### config.mk
export PLATFORM = sky130hd
export DESIGN_NAME = memory_sample_source_classifier_core_flat
export DESIGN_NICKNAME = d
export VERILOG_FILES = /design/src/hdl/msscl_pkg.sv /design/src/hdl/msscl_ifs.sv /design/src/hdl/memory_sample_source_classifier_core.sv /design/src/hdl/msscl_front.sv /design/src/hdl/msscl_queue.sv /design/src/hdl/msscl_back.sv /design/src/flat_wrapper.sv
export SDC_FILE = /design/constraint.sdc
export NUM_CORES = 2
export LEC_CHECK = 0
export BUFFER_PORTS_ARGS = -buffer_cell sky130_fd_sc_hd__buf_2
export CAP_MARGIN = 10
export CELL_PAD_IN_SITES_DETAIL_PLACEMENT = 1
export CELL_PAD_IN_SITES_GLOBAL_PLACEMENT = 2
export CORE_MARGIN = 2
export CORE_UTILIZATION = 40
export DETAILED_ROUTE_END_ITERATION = 6
export GPL_TIMING_DRIVEN = 0
export MAX_ROUTING_LAYER = met4
export PLACE_DENSITY_LB_ADDON = 0.1
export SYNTH_ARGS = -nofsm -noshare
export SYNTH_HDL_FRONTEND = slang
export SYNTH_SLANG_ARGS = --single-unit
### constraint.sdc
create_clock -name clk -period 33.4 [get_ports clk]
set_input_delay 6.68 -clock clk [delete_from_list [all_inputs] [get_ports clk]]
set_output_delay 6.68 -clock clk [all_outputs]
set_load 0.02 [all_outputs]
### src/hdl/msscl_pkg.sv
// Shared types and constants for the memory sample source classifier.
// No dependencies; the design modules refer to it by scoped name, the testbench files import it.
`timescale 1ns / 1ps
`default_nettype none

package msscl_pkg;

  localparam int unsigned CNT_W   = 48;
  localparam int unsigned NUM_CNT = 25;
  localparam int unsigned Q_DEPTH = 4;
  localparam int unsigned Q_AW    = $clog2(Q_DEPTH);
  localparam int unsigned Q_CW    = $clog2(Q_DEPTH + 1);

  typedef logic [CNT_W-1:0] cnt_t;
  typedef logic [1:0]       inc_t;
  typedef logic [4:0]       ridx_t;

  // Event counter slots
  localparam int unsigned C_ENTRIES   = 0;
  localparam int unsigned C_LOCKS     = 1;
  localparam int unsigned C_LOAD      = 2;
  localparam int unsigned C_LD_NOADDR = 3;
  localparam int unsigned C_LD_UNC    = 4;
  localparam int unsigned C_LD_IO     = 5;
  localparam int unsigned C_LD_LFB    = 6;
  localparam int unsigned C_LD_L1     = 7;
  localparam int unsigned C_LD_L2     = 8;
  localparam int unsigned C_LCL_HITM  = 9;
  localparam int unsigned C_LD_LLC    = 10;
  localparam int unsigned C_LCL_DRAM  = 11;
  localparam int unsigned C_LD_SHARED = 12;
  localparam int unsigned C_LD_EXCL   = 13;
  localparam int unsigned C_RMT_DRAM  = 14;
  localparam int unsigned C_RMT_HIT   = 15;
  localparam int unsigned C_RMT_HITM  = 16;
  localparam int unsigned C_LD_MISS   = 17;
  localparam int unsigned C_STORE     = 18;
  localparam int unsigned C_ST_NOADDR = 19;
  localparam int unsigned C_ST_UNC    = 20;
  localparam int unsigned C_ST_L1HIT  = 21;
  localparam int unsigned C_ST_L1MISS = 22;
  localparam int unsigned C_NOPARSE   = 23;
  localparam int unsigned C_NOMAP     = 24;

  // Read indexes beyond the counter bank
  localparam ridx_t RD_PERIOD = 5'd25;
  localparam ridx_t RD_TOTAL  = 5'd26;
  localparam ridx_t RD_HITM   = 5'd27;
  localparam ridx_t RD_MISSDN = 5'd28;

  // Operation codes on func
  localparam logic FN_RECORD = 1'b0;
  localparam logic FN_READ   = 1'b1;

  typedef enum logic [1:0] {
    ST_OK      = 2'd0,
    ST_NOADDR  = 2'd1,
    ST_NOPARSE = 2'd2,
    ST_NOMAP   = 2'd3
  } status_t;

  typedef struct packed {
    logic                   is_read;
    ridx_t                  read_index;
    logic [31:0]            period;
    status_t                status;
    inc_t [NUM_CNT-1:0]     inc;
    logic [2:0]             inc_total;
    logic [1:0]             inc_hitm;
    logic [1:0]             inc_missdn;
  } q_entry_t;

endpackage

`default_nettype wire

### src/hdl/msscl_ifs.sv
// Channel interfaces: sample input and result output, valid/ready handshake.
// Depends on nothing.
`timescale 1ns / 1ps
`default_nettype none

interface msscl_in_if;
  logic        valid;
  logic        ready;
  logic        func;
  logic [4:0]  op_bits;
  logic [13:0] level_bits;
  logic [4:0]  snoop_bits;
  logic [1:0]  lock_bits;
  logic        addr_known;
  logic        maps_known;
  logic [31:0] sample_period;
  logic [4:0]  read_index;

  modport source (
    output valid, func, op_bits, level_bits, snoop_bits, lock_bits,
           addr_known, maps_known, sample_period, read_index,
    input  ready
  );
  modport sink (
    input  valid, func, op_bits, level_bits, snoop_bits, lock_bits,
           addr_known, maps_known, sample_period, read_index,
    output ready
  );
endinterface

interface msscl_out_if;
  logic        valid;
  logic        ready;
  logic [1:0]  status;
  logic [47:0] read_value;

  modport source (output valid, status, read_value, input ready);
  modport sink (input valid, status, read_value, output ready);
endinterface

`default_nettype wire

### src/hdl/memory_sample_source_classifier_core.sv
// Top level of the memory sample source classifier.
// Depends on msscl_pkg, msscl_ifs, msscl_front, msscl_queue, msscl_back.
//
//   channel  dir  payload                                         accept
//   samp     in   func, op/level/snoop/lock flags, addr/maps,     valid && ready
//                 sample_period, read_index
//   res      out  status, read_value                              valid && ready
//
// One item per cycle sustained while the result sink keeps taking results; an accepted item
// is written to the queue at the accepting edge, and its counter update and output register
// load happen at the edge at which the counter bank pops it from the queue.
// The front end accepts while the four-entry queue has room; the counter bank
// drains it whenever the output register is empty or being taken.
// Synchronous reset clears all counters, sums, the queue and the output valid.

`timescale 1ns / 1ps
`default_nettype none

module memory_sample_source_classifier_core (
  input  logic          clk,
  input  logic          rst,
  msscl_in_if.sink      samp,
  msscl_out_if.source   res
);

  logic                 q_push;
  logic                 q_ready;
  msscl_pkg::q_entry_t  q_in;
  logic                 q_pop;
  logic                 q_valid;
  msscl_pkg::q_entry_t  q_head;

  msscl_front u_front (
    .samp    (samp),
    .q_ready (q_ready),
    .q_push  (q_push),
    .q_entry (q_in)
  );

  msscl_queue u_queue (
    .clk        (clk),
    .rst        (rst),
    .push       (q_push),
    .push_data  (q_in),
    .push_ready (q_ready),
    .pop        (q_pop),
    .pop_valid  (q_valid),
    .pop_data   (q_head)
  );

  msscl_back u_back (
    .clk     (clk),
    .rst     (rst),
    .q_valid (q_valid),
    .q_head  (q_head),
    .q_pop   (q_pop),
    .res     (res)
  );

endmodule

`default_nettype wire

### src/hdl/msscl_front.sv
// Front end: accepts items and decodes the flag groups into counter increments.
// Depends on msscl_pkg and msscl_in_if.
`timescale 1ns / 1ps
`default_nettype none

module msscl_front (
  msscl_in_if.sink              samp,
  input  logic                  q_ready,
  output logic                  q_push,
  output msscl_pkg::q_entry_t   q_entry
);

  logic        is_load;
  logic        is_store;
  logic        hit;
  logic        lcl_ram;
  logic        rmt_ram;
  logic [1:0]  ram_hits;
  msscl_pkg::inc_t [msscl_pkg::NUM_CNT-1:0] inc;

  assign samp.ready = q_ready;
  assign q_push     = samp.valid;

  always_comb begin
    is_load  = samp.op_bits[1];
    is_store = !samp.op_bits[1] && samp.op_bits[2];
    hit      = samp.level_bits[1];
    lcl_ram  = hit && samp.level_bits[7];
    rmt_ram  = hit && (samp.level_bits[9:8] != 2'b00);
    ram_hits = {1'b0, lcl_ram} + {1'b0, rmt_ram};

    inc = '0;
    q_entry.status = msscl_pkg::ST_OK;

    inc[msscl_pkg::C_ENTRIES] = 2'd1;
    inc[msscl_pkg::C_LOCKS]   = {1'b0, samp.lock_bits[1]};

    if (is_load) begin
      inc[msscl_pkg::C_LOAD] = 2'd1;
      if (!samp.addr_known) begin
        inc[msscl_pkg::C_LD_NOADDR] = 2'd1;
        q_entry.status = msscl_pkg::ST_NOADDR;
      end else begin
        if (hit) begin
          inc[msscl_pkg::C_LD_UNC] = {1'b0, samp.level_bits[13]};
          inc[msscl_pkg::C_LD_IO]  = {1'b0, samp.level_bits[12]};
          inc[msscl_pkg::C_LD_LFB] = {1'b0, samp.level_bits[4]};
          inc[msscl_pkg::C_LD_L1]  = {1'b0, samp.level_bits[3]};
          inc[msscl_pkg::C_LD_L2]  = {1'b0, samp.level_bits[5]};
          if (samp.level_bits[6]) begin
            if (samp.snoop_bits[4]) begin
              inc[msscl_pkg::C_LCL_HITM] = 2'd1;
            end else begin
              inc[msscl_pkg::C_LD_LLC] = 2'd1;
            end
          end
          inc[msscl_pkg::C_LCL_DRAM] = {1'b0, lcl_ram};
          inc[msscl_pkg::C_RMT_DRAM] = {1'b0, rmt_ram};
          if (samp.snoop_bits[2]) begin
            inc[msscl_pkg::C_LD_SHARED] = ram_hits;
          end else begin
            inc[msscl_pkg::C_LD_EXCL] = ram_hits;
          end
        end
        if (samp.level_bits[11:10] != 2'b00) begin
          if (samp.snoop_bits[2]) begin
            inc[msscl_pkg::C_RMT_HIT] = 2'd1;
          end else if (samp.snoop_bits[4]) begin
            inc[msscl_pkg::C_RMT_HITM] = 2'd1;
          end
        end
        inc[msscl_pkg::C_LD_MISS] = {1'b0, samp.level_bits[2]};
        if (!samp.maps_known) begin
          inc[msscl_pkg::C_NOMAP] = 2'd1;
          q_entry.status = msscl_pkg::ST_NOMAP;
        end
      end
    end else if (is_store) begin
      inc[msscl_pkg::C_STORE] = 2'd1;
      if (!samp.addr_known) begin
        inc[msscl_pkg::C_ST_NOADDR] = 2'd1;
        q_entry.status = msscl_pkg::ST_NOADDR;
      end else begin
        inc[msscl_pkg::C_ST_UNC]    = {1'b0, hit && samp.level_bits[13]};
        inc[msscl_pkg::C_ST_L1HIT]  = {1'b0, hit && samp.level_bits[3]};
        inc[msscl_pkg::C_ST_L1MISS] = {1'b0, samp.level_bits[2] && samp.level_bits[3]};
        if (!samp.maps_known) begin
          inc[msscl_pkg::C_NOMAP] = 2'd1;
          q_entry.status = msscl_pkg::ST_NOMAP;
        end
      end
    end else begin
      inc[msscl_pkg::C_NOPARSE] = 2'd1;
      q_entry.status = msscl_pkg::ST_NOPARSE;
    end

    q_entry.is_read    = (samp.func == msscl_pkg::FN_READ);
    q_entry.read_index = samp.read_index;
    q_entry.period     = samp.sample_period;
    q_entry.inc        = inc;
    q_entry.inc_hitm   = inc[msscl_pkg::C_LCL_HITM] + inc[msscl_pkg::C_RMT_HITM];
    q_entry.inc_missdn = inc[msscl_pkg::C_LCL_DRAM] + inc[msscl_pkg::C_RMT_DRAM]
                       + inc[msscl_pkg::C_RMT_HIT] + inc[msscl_pkg::C_RMT_HITM];
    q_entry.inc_total  = {1'b0, q_entry.inc_missdn}
                       + 3'(inc[msscl_pkg::C_LD_LFB]) + 3'(inc[msscl_pkg::C_LD_L1])
                       + 3'(inc[msscl_pkg::C_LD_L2]) + 3'(inc[msscl_pkg::C_LD_LLC])
                       + 3'(inc[msscl_pkg::C_LCL_HITM])
                       + 3'(inc[msscl_pkg::C_ST_L1HIT]) + 3'(inc[msscl_pkg::C_ST_L1MISS]);
  end

endmodule

`default_nettype wire

### src/hdl/msscl_queue.sv
// Short flop queue of decoded items between the front end and the counter bank.
// Depends on msscl_pkg.
`timescale 1ns / 1ps
`default_nettype none

module msscl_queue (
  input  logic                 clk,
  input  logic                 rst,
  input  logic                 push,
  input  msscl_pkg::q_entry_t  push_data,
  output logic                 push_ready,
  input  logic                 pop,
  output logic                 pop_valid,
  output msscl_pkg::q_entry_t  pop_data
);

  msscl_pkg::q_entry_t              mem [msscl_pkg::Q_DEPTH];
  logic [msscl_pkg::Q_AW-1:0]       wr_ptr;
  logic [msscl_pkg::Q_AW-1:0]       rd_ptr;
  logic [msscl_pkg::Q_CW-1:0]       count;
  logic                             do_push;
  logic                             do_pop;

  assign push_ready = (count != msscl_pkg::Q_CW'(msscl_pkg::Q_DEPTH));
  assign pop_valid  = (count != '0);
  assign pop_data   = mem[rd_ptr];
  assign do_push    = push && push_ready;
  assign do_pop     = pop && pop_valid;

  always_ff @(posedge clk) begin
    if (do_push) begin
      mem[wr_ptr] <= push_data;
    end
  end

  always_ff @(posedge clk) begin
    if (rst) begin
      wr_ptr <= '0;
      rd_ptr <= '0;
      count  <= '0;
    end else begin
      if (do_push) begin
        wr_ptr <= wr_ptr + 1'b1;
      end
      if (do_pop) begin
        rd_ptr <= rd_ptr + 1'b1;
      end
      if (do_push && !do_pop) begin
        count <= count + 1'b1;
      end else if (do_pop && !do_push) begin
        count <= count - 1'b1;
      end
    end
  end

  a_fill_tracks: assert property (@(posedge clk) disable iff (rst)
    (do_push && !do_pop) |=> (count == $past(count) + 1'b1))
    else $error("queue fill count did not advance on push");

endmodule

`default_nettype wire

### src/hdl/msscl_back.sv
// Back end: counter bank, derived sums, read mux and output register.
// Depends on msscl_pkg and msscl_out_if.
`timescale 1ns / 1ps
`default_nettype none

module msscl_back (
  input  logic                 clk,
  input  logic                 rst,
  input  logic                 q_valid,
  input  msscl_pkg::q_entry_t  q_head,
  output logic                 q_pop,
  msscl_out_if.source          res
);

  msscl_pkg::cnt_t  cnt [msscl_pkg::NUM_CNT];
  msscl_pkg::cnt_t  period_sum;
  msscl_pkg::cnt_t  total_sum;
  msscl_pkg::cnt_t  hitm_sum;
  msscl_pkg::cnt_t  missdn_sum;
  msscl_pkg::cnt_t  rd_val;
  logic [63:0]      rd_wide;
  logic             out_valid;
  logic [1:0]       out_status;
  logic [47:0]      out_value;
  logic             do_record;

  assign q_pop     = q_valid && (!out_valid || res.ready);
  assign do_record = q_pop && !q_head.is_read;

  always_comb begin
    case (q_head.read_index)
      msscl_pkg::RD_PERIOD: rd_val = period_sum;
      msscl_pkg::RD_TOTAL:  rd_val = total_sum;
      msscl_pkg::RD_HITM:   rd_val = hitm_sum;
      msscl_pkg::RD_MISSDN: rd_val = missdn_sum;
      default: begin
        if (q_head.read_index < msscl_pkg::ridx_t'(msscl_pkg::NUM_CNT)) begin
          rd_val = cnt[q_head.read_index];
        end else begin
          rd_val = '0;
        end
      end
    endcase
    rd_wide = 64'(rd_val);
  end

  always_ff @(posedge clk) begin
    if (rst) begin
      for (int i = 0; i < msscl_pkg::NUM_CNT; i++) begin
        cnt[i] <= '0;
      end
      period_sum <= '0;
      total_sum  <= '0;
      hitm_sum   <= '0;
      missdn_sum <= '0;
    end else if (do_record) begin
      for (int i = 0; i < msscl_pkg::NUM_CNT; i++) begin
        cnt[i] <= cnt[i] + msscl_pkg::cnt_t'(q_head.inc[i]);
      end
      period_sum <= period_sum + msscl_pkg::cnt_t'(q_head.period);
      total_sum  <= total_sum + msscl_pkg::cnt_t'(q_head.inc_total);
      hitm_sum   <= hitm_sum + msscl_pkg::cnt_t'(q_head.inc_hitm);
      missdn_sum <= missdn_sum + msscl_pkg::cnt_t'(q_head.inc_missdn);
    end
  end

  always_ff @(posedge clk) begin
    if (rst) begin
      out_valid <= 1'b0;
    end else if (q_pop) begin
      out_valid <= 1'b1;
    end else if (res.ready) begin
      out_valid <= 1'b0;
    end
  end

  always_ff @(posedge clk) begin
    if (q_pop) begin
      if (q_head.is_read) begin
        out_status <= msscl_pkg::ST_OK;
        out_value  <= rd_wide[47:0];
      end else begin
        out_status <= q_head.status;
        out_value  <= '0;
      end
    end
  end

  assign res.valid      = out_valid;
  assign res.status     = out_status;
  assign res.read_value = out_value;

  a_entries_bump: assert property (@(posedge clk) disable iff (rst)
    do_record |=> (cnt[msscl_pkg::C_ENTRIES] == $past(cnt[msscl_pkg::C_ENTRIES]) + 1'b1))
    else $error("entry counter did not advance on record");

  a_hitm_sum: assert property (@(posedge clk) disable iff (rst)
    hitm_sum == msscl_pkg::cnt_t'(cnt[msscl_pkg::C_LCL_HITM] + cnt[msscl_pkg::C_RMT_HITM]))
    else $error("HITM sum out of step with its counters");

  a_missdn_sum: assert property (@(posedge clk) disable iff (rst)
    missdn_sum == msscl_pkg::cnt_t'(cnt[msscl_pkg::C_LCL_DRAM] + cnt[msscl_pkg::C_RMT_DRAM]
                                  + cnt[msscl_pkg::C_RMT_HIT] + cnt[msscl_pkg::C_RMT_HITM]))
    else $error("miss denominator out of step with its counters");

endmodule

`default_nettype wire

### src/flat_wrapper.sv
// flat-port wrapper written by rule: the top's interface ports become plain ports
module memory_sample_source_classifier_core_flat 
  (clk, rst, samp_valid, samp_func, samp_op_bits, samp_level_bits, samp_snoop_bits, samp_lock_bits, samp_addr_known, samp_maps_known, samp_sample_period, samp_read_index, samp_ready, res_valid, res_status, res_read_value, res_ready);
  msscl_in_if samp_i ();
  msscl_out_if res_i ();
  input  logic clk;
  input  logic rst;
  input wire logic [$bits(samp_i.valid)-1:0] samp_valid;
  input wire logic [$bits(samp_i.func)-1:0] samp_func;
  input wire logic [$bits(samp_i.op_bits)-1:0] samp_op_bits;
  input wire logic [$bits(samp_i.level_bits)-1:0] samp_level_bits;
  input wire logic [$bits(samp_i.snoop_bits)-1:0] samp_snoop_bits;
  input wire logic [$bits(samp_i.lock_bits)-1:0] samp_lock_bits;
  input wire logic [$bits(samp_i.addr_known)-1:0] samp_addr_known;
  input wire logic [$bits(samp_i.maps_known)-1:0] samp_maps_known;
  input wire logic [$bits(samp_i.sample_period)-1:0] samp_sample_period;
  input wire logic [$bits(samp_i.read_index)-1:0] samp_read_index;
  output wire logic [$bits(samp_i.ready)-1:0] samp_ready;
  output wire logic [$bits(res_i.valid)-1:0] res_valid;
  output wire logic [$bits(res_i.status)-1:0] res_status;
  output wire logic [$bits(res_i.read_value)-1:0] res_read_value;
  input wire logic [$bits(res_i.ready)-1:0] res_ready;
  assign samp_i.valid = samp_valid;
  assign samp_i.func = samp_func;
  assign samp_i.op_bits = samp_op_bits;
  assign samp_i.level_bits = samp_level_bits;
  assign samp_i.snoop_bits = samp_snoop_bits;
  assign samp_i.lock_bits = samp_lock_bits;
  assign samp_i.addr_known = samp_addr_known;
  assign samp_i.maps_known = samp_maps_known;
  assign samp_i.sample_period = samp_sample_period;
  assign samp_i.read_index = samp_read_index;
  assign samp_ready = samp_i.ready;
  assign res_valid = res_i.valid;
  assign res_status = res_i.status;
  assign res_read_value = res_i.read_value;
  assign res_i.ready = res_ready;
  memory_sample_source_classifier_core u_core (.clk(clk), .rst(rst), .samp(samp_i), .res(res_i));
endmodule
# == Yosys cells after proc, flatten, opt, wreduce, memory -nomap -nowiden ==
# Memories as Yosys holds them, arrays and structs flattened. A register that Yosys moved wholly into a read port is not among the register bits.
# Cells that the tools add are included.
# word_totals
memories,2
inputBits,70
regBits,250
output_inout_bits,52
ram_bits,1572
# classes
eq_ne,5
n_reduce_logical,23
order_cmp,1
n_bitwise,25
n_addsub,45
muxes,64
# mem_list
name,depth,word_bits,rd,rd_ports_with_merged_regs,write_ports,line,text
u_core.u_back.cnt,25,48,26,0,25,msscl_back.sv:15,msscl_pkg::cnt_t cnt [msscl_pkg::NUM_CNT];
u_core.u_queue.mem,4,93,1,1,1,msscl_queue.sv:17,msscl_pkg::q_entry_t mem [msscl_pkg::Q_DEPTH];
# op_table
cell,n
$add 48x2->48,26
$mux 48,26
$pmux 48 s4,1
$add 48x2->48 const B,1
$add 48x3->48,1
$add 48x32->48,1
$mux 32,1
$mux 27,1
$or 1x1->1,25
$mux 2,11
$mux 21,1
$eq 5x5->1 const B,4
$add 3x2->3,6
$mux 1,16
$logic_and 1x1->1,12
$mux 3,4
$mux 11,1
$mux 10,1
$add 2x2->2,4
$reduce_bool 2->1,4
$logic_not 1->1,5
$lt 5x5->1 const B,1
$mux 5,1
$add 2x1->2 const B,2
other kinds (7),7

# == Depth between registers and ports, before layout ==
# logic_depth
ltp_word,17
mapped_depth,18

# == By module ==
# A second synthesis with hierarchy kept.
# unflattened
hier_cells,8767
hier_area_um2,101362.2
# by_module_without_submodules
mod,seq_area_each_um2,instances,cells_each,area_each_um2
msscl_back,41399.7,1,8083,85952.4
msscl_queue,11831.3,1,555,14450.1
msscl_front,0.0,1,129,959.7

# == Worst setup path after synthesis ==
# OpenSTA, ideal clock, no wires.
# synth_path
path_type,input -> register
startpoint,input res_ready
endpoint,memory u_core.u_back.cnt[0][0] (netlist name) (enable)
arrival_ps,30531
t_required_ps,31869
path_slack_ps,1338
cell_stages,6
n_path_buf,2
cell_sequence,nor2b_1 -> nor3_2 -> buf_6 -> clkbuf_1 -> nor2_1 -> inv_1
# synth_lines
item,line,text
start: declaration,flat_wrapper.sv:22,input wire logic [$bits(res_i.ready)-1:0] res_ready;
end: declaration,msscl_back.sv:15,

==> impl_results.md <==
- Power Density: 86.0 nW/um2
- Initial antenna violation count: 27
- CP startpoint kind: primary input
- Combinational share of power: 35.2%
- CTS tree: done
- Post-synth EDFFs: 1542
- Sequential Area: 50300 um2
- Yosys reg bits: 1744
- Gpl congestion: 0.924
- Routed via count: 72400
- Largest net degree at the start of global routing: 117
- I/O Buffers: 113
- First-pass GRT wire length: 506000 um
- Die Width: 493 um
- Multiplexer share of the synthesized area: 8.80%
- Fin crit share: 31.7%
- GR Util met1: 40.9%
- Max-slew violations: 0
- Io pins: 122
- Worst-margin pin slew: 1.25 ns
- Sequential element share of the synthesized area: 52.7%
- Synth Area in Adders: 1.54%
- Vias in the first global route: 71700
- Final hold vios: 0
- Final nets: 9100
- Fmax: 0.0944 GHz
- Switching Fraction: 41.0%
- RSZ-0062 raised after global routing: false
- Core Util, Final: 45.1%
- Status: finished with violations
- Die Area: 243000 um2
- Hold_buf cts: 0
- Largest family of logic cells by synthesized area: simple AND/OR/NAND/NOR gates
- Internal power: 5.44 mW
- Top_reg_cell synth: edfxtp_1
- Setup Buffers After CTS: 0
- GRT Residual Overflow: 0
- Max Cap Viol: 0
- Maximum VDD drop: 0.0512 mV
- # fillers: 25500
- Clock Sinks: 1744
- Final std cells w/o fill: 12300
- Lkg Pwr: 35.3 nW
- Via density per instance: 5.90
- CTS root buffer: clkbuf_16
- Synthesized area per cell: 11.1 um2
- Hold Crit Class: flop to flop
- Synthesis Warnings: 0
- Synth top area share: 48.5%
- Grt met3 use: 3.43%
- Clock power frac: 24.2%
- Simple-gate share of the synthesized area: 19.0%
- Antenna Nets Post-Route: 0
- Initial Util: 40.2%
- Synth Area in XOR/XNOR: 10.4%
- Minimum clock period: 10.59 ns
- Clk_lat worst skew: 0.87 ns
- Starting DRT DRC Count: 7664
- Rows: 179
- Met2 GRT Util: 44.6%
- CP Max Fanout: 111
- Most frequent cells after synthesis: 1542 x edfxtp_1, 1345 x nor2_1, 796 x nand2_1
- Area fraction in compound gates after synthesis: 5.36%
- Total power: 9.23 mW
- Critical Path Most Common Cell: buf_16
- Placed Cells: 11900
- DPL Wire Length: 265000 um
- Post-Syn Nets: 8748
- Resized Gates After CTS: 0
- Synthesized instance count: 8568
- Worst-case reg-to-reg path depth: 18
- DRC errors left: 9
- Net Switching: 3.79 mW
- Drt total wl: 348000 um
- CP max-delay cell: clkbuf_1
- Reg clk slew, reported paths: 0.06 ns
- Post-synth top area cell: edfxtp_1
- Slew margin rel.: 16.6%
- Hold depth: 2
- Top-count cell post-synth: edfxtp_1
- Hold Slack: 0.483 ns
- Async set-reset flop share out of synthesis: 0%
- Synth unique cells: 64
- WS Path Type: primary input to flop
- Clock Path Buffers: 3
- Cts bufs inserted: 204
- Reg power frac: 40.6%
- Worst EP arrival: 11.09 ns
- Area grow syn2layout: 12.3%
- Final setup viols: 0
- Data required time of the critical path: 33.90 ns
- Layout cells sized above 1: 9.78%
- DRT Pass-1 Iters: 7
- Crit. End Element: flop
- Synth Cell Area: 95500 um2
- Clk_skew: 0.0542 ns
- Dominant cells by area after synthesis: edfxtp_1 48%, mux4_2 8.5%, xor2_1 7.3%, nor2_1 5.3%, dfxtp_1 4.2%
- Worst path cell trace: buf_2 > nor2b_1 > nor3_2 > buf_6 > clkbuf_1 > nor2_1 > inv_8 > buf_16 > buf_16 > buf_16 > buf_16
- Max incr delay on CP: 0.53 ns
- Setup TNS Final: 0 ns
- Routed WL per cell: 28.4 um
- Total GRT Usage: 29.1%
- Gr busiest metal: met2
- Failing checks: design-rule violations
- Multi-input gate area: 43100 um2
- H-tree depth: 4
- CORE AREA: 238000 um2
- DIE HEIGHT: 493 um
==> metal layers <==
layer  vias up  part of all wire (%)
li1      32100                     -
met1     37800                    45
met2      2017                    46
met3       422                   5.9
met4         0                   3.0
met5         -                     0
==> power by group through the flow <==
stage,logic (mW),clock network [mW],registers (mW)
floorplan,1.81,0,3.97
global placement,3.15,0,4.42
detailed placement,3.24,0,3.76
CTS,3.26,2.27,3.73
global route,3.42,2.34,3.82
finish,3.25,2.23,3.74
==> critical path, delay by kind of cell <==
kind                   cells  cell delay [ns]
buffers and inverters      8             3.07
AND/OR/NAND/NOR            3             0.73
==> metrics by stage <==
stage                     worst slack (ns)  area (um2)
after CTS                            22.77      107000
after global routing                 22.52      107000
after detailed placement             21.86      101000
after global placement              -13.77      100000
final                                22.81      107000
after floorplan                       1.34       95500
==> final timing paths <==
| path | from | end | slack (ns) |
|---|---|---|---|
| setup / recovery | res_ready | u_core.u_back.cnt[11][23] | 22.81 |
| hold / removal | u_core.u_back.missdn_sum[0] | u_core.u_back.missdn_sum[0] | 0.48 |
| setup reg to reg | flop | u_core.u_back.cnt[13][44] | 26.65 |
| hold reg to reg | u_core.u_back.missdn_sum[0] | u_core.u_back.missdn_sum[0] | 0.48 |
==> logic make-up (layout without fill, tap and decap cells) <==
logic type,count (synthesis),count (layout)
AO/OA/AOI/OAI,840,840
multiplexers,389,389
other,0,6
AND/OR/NAND/NOR,3828,3828
adder cells (fa/ha/maj),110,110
buffers and inverters,526,1044
flip-flops,1744,1744
XOR/XNOR,1131,1131
==> sequential cells by signal, indices dropped and copies added (netlist names), named ones only <==
register and count:
u_core.u_back.missdn_sum 48, u_core.u_queue.rd_ptr 2, u_core.u_back.res.status 2, u_core.u_back.cnt 1200, u_core.u_queue.wr_ptr 2, u_core.u_queue.mem 292, u_core.u_back.total_sum 48, u_core.u_back.period_sum 48
u_core.u_back.res.valid 1, u_core.u_back.hitm_sum 48, u_core.u_back.res.read_value 48, u_core.u_queue.count 3
==> cell type report <==
cell class	count	area share, %
timing repair buffer	146	1.17
tap	3167	3.69
sequential	1744	46.9
multi-input combinational	6298	40.2
clock inverter	110	0.986
antenna	6	0.0140
inverter	142	0.504
clock buffer	262	5.05
buffer	384	1.43
==> layout by cell type (no fill, tap or decap), types with 256 or more instances in the layout <==
cell / instances
a21oi_1: 256
and3_1: 263
clkbuf_1: 344
edfxtp_1: 1542
mux4_2: 360
nand2_1: 796
nand3_1: 525
nor2_1: 1343
o21ai_0: 272
xnor2_1: 338
xor2_1: 793
No activity file was read; power rests on OpenSTA's default activity.
